--- src/design/rhe_pkg.sv ---
// Shared constants and types for the RGB histogram equaliser.
package rhe_pkg;

    localparam int BINS       = 256;
    localparam int CHANNELS   = 3;
    localparam int COUNT_BITS = 24;

    localparam int BIN_W  = $clog2(BINS);
    localparam int CH_W   = (CHANNELS > 1) ? $clog2(CHANNELS) : 1;
    // Running sum of one histogram, and the divider's working width
    localparam int SUM_W  = COUNT_BITS + BIN_W;
    localparam int NUM_W  = SUM_W + 10;
    localparam int Q_W    = 8;
    localparam int STEP_W = $clog2(Q_W);

    typedef enum logic [1:0] {
        FN_CLEAR = 2'd0,
        FN_ACC   = 2'd1,
        FN_BUILD = 2'd2,
        FN_MAP   = 2'd3
    } t_func;

endpackage

--- src/design/rhe_divider.sv ---
// Shared restoring divider: quotient of (run*510 + top) / (2*top), eight bits.
module rhe_divider
    import rhe_pkg::*;
(
    input  logic             i_clk,
    input  logic             i_rst_n,
    input  logic             i_start,
    input  logic [SUM_W-1:0] i_run,
    input  logic [SUM_W-1:0] i_top,
    output logic             o_done,
    output logic [Q_W-1:0]   o_quot
);

    logic [NUM_W-1:0]  r_rem;
    logic [NUM_W-1:0]  r_div;
    logic [Q_W-1:0]    r_q;
    logic [STEP_W-1:0] r_step;
    logic              r_busy;
    logic              r_done;

    logic [NUM_W-1:0]  n_num;
    logic              w_ge;

    // numerator: run*510 as two shifts and a subtract, plus top
    assign n_num = NUM_W'({i_run, 9'b0}) - NUM_W'({i_run, 1'b0}) + NUM_W'(i_top);
    assign w_ge  = (r_rem >= r_div);

    always_ff @(posedge i_clk) begin
        if (!i_rst_n) begin
            r_busy <= 1'b0;
            r_done <= 1'b0;
            r_step <= '0;
        end else begin
            r_done <= 1'b0;
            if (i_start) begin
                r_rem  <= n_num;
                r_div  <= NUM_W'({i_top, 1'b0, {(Q_W-1){1'b0}}});
                r_q    <= '0;
                r_step <= '0;
                r_busy <= 1'b1;
            end else if (r_busy) begin
                // one quotient bit a cycle, most significant first
                if (w_ge) begin
                    r_rem <= r_rem - r_div;
                end
                r_q    <= {r_q[Q_W-2:0], w_ge};
                r_div  <= r_div >> 1;
                r_step <= r_step + 1'b1;
                if (r_step == STEP_W'(Q_W-1)) begin
                    r_busy <= 1'b0;
                    r_done <= 1'b1;
                end
            end
        end
    end

    assign o_done = r_done;
    assign o_quot = r_q;

endmodule

--- config.mk ---
export PLATFORM = sky130hd
export DESIGN_NAME = rhe_divider
export DESIGN_NICKNAME = d
export VERILOG_FILES = /design/src/design/rhe_pkg.sv /design/src/design/rhe_divider.sv
export SDC_FILE = /design/constraint.sdc
export NUM_CORES = 1
export LEC_CHECK = 0
export BUFFER_PORTS_ARGS = -buffer_cell sky130_fd_sc_hd__buf_4
export CAP_MARGIN = 20
export CORE_MARGIN = 4
export CORE_UTILIZATION = 35
export DETAILED_ROUTE_END_ITERATION = 12
export PLACE_DENSITY = 0.51
export REMOVE_ABC_BUFFERS = 1
export SYNTH_ARGS = -nofsm -noshare
export SYNTH_HDL_FRONTEND = slang
export SYNTH_SLANG_ARGS = --single-unit
--- constraint.sdc ---
create_clock -name i_clk -period 13.6 [get_ports i_clk]
set_input_delay 0.68 -clock i_clk [delete_from_list [all_inputs] [get_ports i_clk]]
set_output_delay 0.68 -clock i_clk [all_outputs]
set_load 0.01 [all_outputs]
# Word-level counts from Yosys, hierarchy flattened
# Index checks and enable logic that the tools add are counted.
[totals] mem_bits_ro=0 latch_bits=0 out_inout_bits=9 mem_count=0 ram_bits=0 reg_bits=96
[classes] n_bitwise=2 shift=0 order_cmp=1 add_sub_neg=4 eq_ne=1 mux=10 div_mod_pow=0 mul=0 reduce_logical=6
[op_table] operator="42-bit two-way mux" n=3
[op_table] operator="42-bit by 32-bit adder with 42-bit output" n=1
[op_table] operator="42-bit by 41-bit >= comparator with 1-bit output" n=1
[op_table] operator="41-bit by 33-bit subtractor with 42-bit output" n=1
[op_table] operator="42-bit by 41-bit subtractor with 42-bit output" n=1
[op_table] operator="41-bit two-way mux" n=1
[op_table] operator="40-bit two-way mux" n=1
[op_table] operator="8-bit two-way mux" n=1
[op_table] operator="1-bit two-way mux" n=4
[op_table] operator="2-bit nonzero test" n=2
[op_table] operator="3-bit by 1-bit adder with 3-bit output (second input constant)" n=1
[op_table] operator="3-bit equality test (second input constant)" n=1
[op_table] operator="3-bit AND reduction" n=1
[op_table] operator="3-bit OR reduction" n=1
[op_table] operator="1-bit inverter" n=2
[op_table] operator="2-bit AND reduction" n=1
[op_table] operator="2-bit OR reduction" n=1

# Logic depth before layout (Yosys ltp)
[logic_depth] ltp_word=4 ltp_mapped=13 ltp_nobuf=12

# Worst setup path before layout
# OpenSTA, ideal clock, no wires.
[synth_timing] path_type="register to register" start="reg r_div[0]" end="reg r_rem[0] (enable)" path_slack_ns=8.932 setup_ns=0.467 required_time_ns=13.133 t_arrival_ns=4.201 path_buffers=0 period_less_slack_ns=4.668 path_stages_with_launch=11 path_cell_list="edfxtp_1 ha_1 fa_1 nor2b_1 o21bai_1 a21oi_1 o21ai_1 a211oi_1 o21a_1 o21ai_1 a31oi_1"
[synth_via] elab_chain_len=3
[synth_lines] item="start: declaration" line="rhe_divider.sv:15" text="logic [NUM_W-1:0] r_div;"
[synth_lines] item="start signal: assignment" line="rhe_divider.sv:37" text="r_div <= NUM_W'({i_top, 1'b0, {(Q_W-1){1'b0}}});"
[synth_lines] item="start signal: assignment" line="rhe_divider.sv:47" text="r_div <= r_div >> 1;"
[synth_lines] item="42-bit by 41-bit >= comparator with 1-bit output" line="rhe_divider.sv:26" text="assign w_ge = (r_rem >= r_div);"
[synth_lines] item="2-bit nonzero test (no source line)"
[synth_lines] item="3-bit AND reduction (no source line)"
[synth_lines] item="end signal: assignment" line="rhe_divider.sv:36" text="r_rem <= n_num;"
[synth_lines] item="end signal: assignment" line="rhe_divider.sv:44" text="r_rem <= r_rem - r_div;"
[synth_lines] item="end: declaration" line="rhe_divider.sv:14" text="logic [NUM_W-1:0] r_rem;"
# Every way passes these cells.
# A chain may end at the register's enable or synchronous reset.

# Final worst setup path
[layout_timing] start="in i_run[17]" end="reg r_rem[34] (data pin)"
[layout_via] elab_chain_len=3
[layout_lines] item="start: declaration" line="rhe_divider.sv:8" text="input logic [SUM_W-1:0] i_run,"
[layout_lines] item="41-bit by 33-bit subtractor with 42-bit output" line="rhe_divider.sv:25" text="assign n_num = NUM_W'({i_run, 9'b0}) - NUM_W'({i_run, 1'b0}) + NUM_W'(i_top);"
[layout_lines] item="42-bit by 32-bit adder with 42-bit output" line="rhe_divider.sv:25"
[layout_lines] item="42-bit two-way mux" line="rhe_divider.sv:35" text="if (i_start) begin"
# Every way passes these cells.

==> impl_metrics.csv <==
group,metric,value,unit
run_status,status,"finished clean",
worst_setup_path,cp-end-kind,"register",
hold_path,min_path_type,"reg -> reg",
routing,vias,8369,
layout,finalCoreUtilization,0.402,
routing,drt_pass1_iterations,5,
clock_network,h-tree-depth,3,
layout,layoutNonFillerInstCount,1580,
sta,fmax,273,MHz
clock_network,cts_root_buffer,"clkbuf_16",
layout,antennaDiodeCount,0,
floorplanning,die_h,175,um
placement,place_congestion,0.889,
global_route,grt_pass1_vias,8032,
floorplanning,dieArea,0.0305,mm2
routing,postRouteAntennaNets,0,
layout,nets,1385,
placement,place_area,0.0106,mm2
sta,min_period,3660,ps
synthesis,synth_xor_area_frac,0.0587,
synthesis,synth.area.mux_share,0.0231,
global_route,track_usage,0.187,
placement,placedCellCount,1564,
routing,viasPerCell,5.30,
synthesis,synthArstFlopShare,0,
power,p_leak,4.80,nW
routing,drt_wl_total,28900,um
worst_setup_path,cp.required,13690,ps
worst_setup_path,path_class,"in -> reg",
synthesis,ys_ff_latch,95,
power,power.density,117,mW/mm2
power,total_power,1.27,mW
clock_network,cts_hold_buf,0,
synthesis,synth_top_area_share,0.278,
sta,setup_violations,0,
synthesis,syn_avg_cell_area,8.39,um2
synthesis,synth_top_family_by_area,"compound AO/OA/AOI/OAI gates",
clock_network,insertion_delay,360,ps
clock_network,cts_sinks,95,
power,vdd_drop_max,0.0609,mV
floorplanning,initial_core_util,0.358,
sta,rsz0062_at_grt,"no",
synthesis,synth-simple-area-share,0.153,
worst_setup_path,arrival,3750,ps
clock_network,clk_path_buf_depth,2,
synthesis,synth_common_cells,"inv_1, nand2_1, edfxtp_1, ha_1, a21oi_1",
sta,fin_setup_tns,0,ps
synthesis,synth-edff-count,90,
placement,portBuffers,75,
synthesis,syn_area,0.00971,mm2
synthesis,synthAdderAreaFrac,0.168,
sta,hold_violations,0,
worst_setup_path,worstPathMaxFanout,10,
placement,hpwl,23600,um
synthesis,ys_seq_area_frac,0.289,
clock_network,tritoncts,"yes",
synthesis,synth-compound-area-share,0.229,
sta,finalCritPeriodShare,0.269,
routing,wl_per_cell,18.3,um
global_route,grt_pass1_wl,45000,um
clock_network,cts_resized,0,
floorplanning,core_area,0.0271,mm2
layout,drive_above_1_share,0.101,
synthesis,syn_inst,1157,
floorplanning,io_pins,76,
synthesis,synth_top_area_cell,"edfxtp_1",
global_route,antenna_found_initial,0,
sta,finalMaxSlewViolations,0,
floorplanning,die_w,175,um
clock_network,clk_pin_slew,70,ps
synthesis,synth_top_flop_cell,"edfxtp_1",
layout,postLayoutCellArea,0.0109,mm2
synthesis,yosys.cell_types.count,78,
clock_network,post-cts-setup-buffers,0,
sta,skew,16.7,ps
synthesis,yosysWarningCount,0,
sta,setup_slack,9940,ps
sta,whs,504,ps
routing,drt_drc_violations_left,0,
synthesis,ys_top_cells_by_area,"edfxtp_1, ha_1, inv_1, fa_1, nand2_1",
clock_network,cts-buffers-inserted,9,
sta,slew_headroom,0.557,
sta,worstMarginPinSlew,665,ps
floorplanning,core.rowCount,60,
worst_setup_path,cp-start-kind,"primary input",
routing,drtIter0Drc,625,
global_route,grt_max_degree,65,
global_route,overflow,0,
placement,dp_slack,9610,ps
layout,area_growth,12.2,%
synthesis,yosysMostFrequentCell,"inv_1",
run,maxCapViolCount,0,
[flip-flops by register name (all words and copies together) (netlist names)]
name and count:
o_done 1, r_step 3, o_quot 8, r_busy 1
r_rem 42, r_div 40
[where the power goes]
part | leakage, nW | switching, mW | internal, mW
registers | 0.903 | 0.0112 | 0.370
logic | 3.76 | 0.399 | 0.247
clock network | 0.134 | 0.119 | 0.126
[metal layers]
metal  share of wire  GRT usage
met1            0.50      0.281
met4           0.015     0.0471
met5               0          0
met3           0.039     0.0183
met2            0.44      0.288
[path summary, 6_finish.rpt]
| check | cells after the start | endpoint | slack [ps] | from |
|---|---|---|---|---|
| max | 12 | r_rem[34] | 9940 | i_run[17] |
| max reg2reg | 11 | r_rem[28] | 10040 | r_div[0] |
| min | 2 | r_step[1] | 500 | r_step[1] |
| min reg2reg | 2 | r_step[1] | 500 | r_step[1] |
[layout make-up]
type	count	area (um2)
fill	2859	16200
multi-input combinational	859	6150
sequential	95	2800
timing repair buffer	80	601
inverter	158	593
tap	372	465
clock buffer	9	225
clock inverter	7	55.1
[cell families (layout without fill, tap and decap cells)]
group / count (synthesis) / in the layout
AOI/OAI and AO/OA: 338 / 338
DFF: 95 / 95
xor gates and xnor gates: 65 / 65
and+or+nand+nor: 319 / 319
muxes: 22 / 22
adders and majority gates: 115 / 115
buffers and inverters: 203 / 254
[critical path: stages]
cell	delay (ps)
buf_4	100
inv_1	60
fa_1	530
inv_1	50
ha_1	500
and4_1	310
nand4_1	210
nor3_1	290
o211ai_1	280
a21oi_1	220
mux2_1	330
o211a_1	170
[layout by cell type, fill, tap and decap left out, types with 5 or more instances in the layout]
| cell | count |
|---|---|
| o31ai_1 | 5 |
| o21bai_1 | 13 |
| edfxtp_1 | 90 |
| a211oi_1 | 18 |
| and2_1 | 6 |
| a211o_1 | 5 |
| nand4_1 | 21 |
| inv_1 | 157 |
| xor2_1 | 29 |
| nand2b_1 | 7 |
| o21ai_1 | 30 |
| nand2_1 | 122 |
| o211ai_1 | 9 |
| nor2b_1 | 12 |
| buf_4 | 80 |
| mux2i_1 | 19 |
| nor3_1 | 18 |
| a31oi_1 | 10 |
| xnor2_1 | 36 |
| o21ai_0 | 75 |
| nor2_1 | 80 |
| and3_1 | 7 |
| nand3_1 | 17 |
| clkbuf_16 | 9 |
| or3_1 | 6 |
| ha_1 | 90 |
| a21o_1 | 23 |
| fa_1 | 25 |
| a21oi_1 | 84 |
| o21a_1 | 14 |
| dfxtp_1 | 5 |
Power figures use the tool's default switching activity.
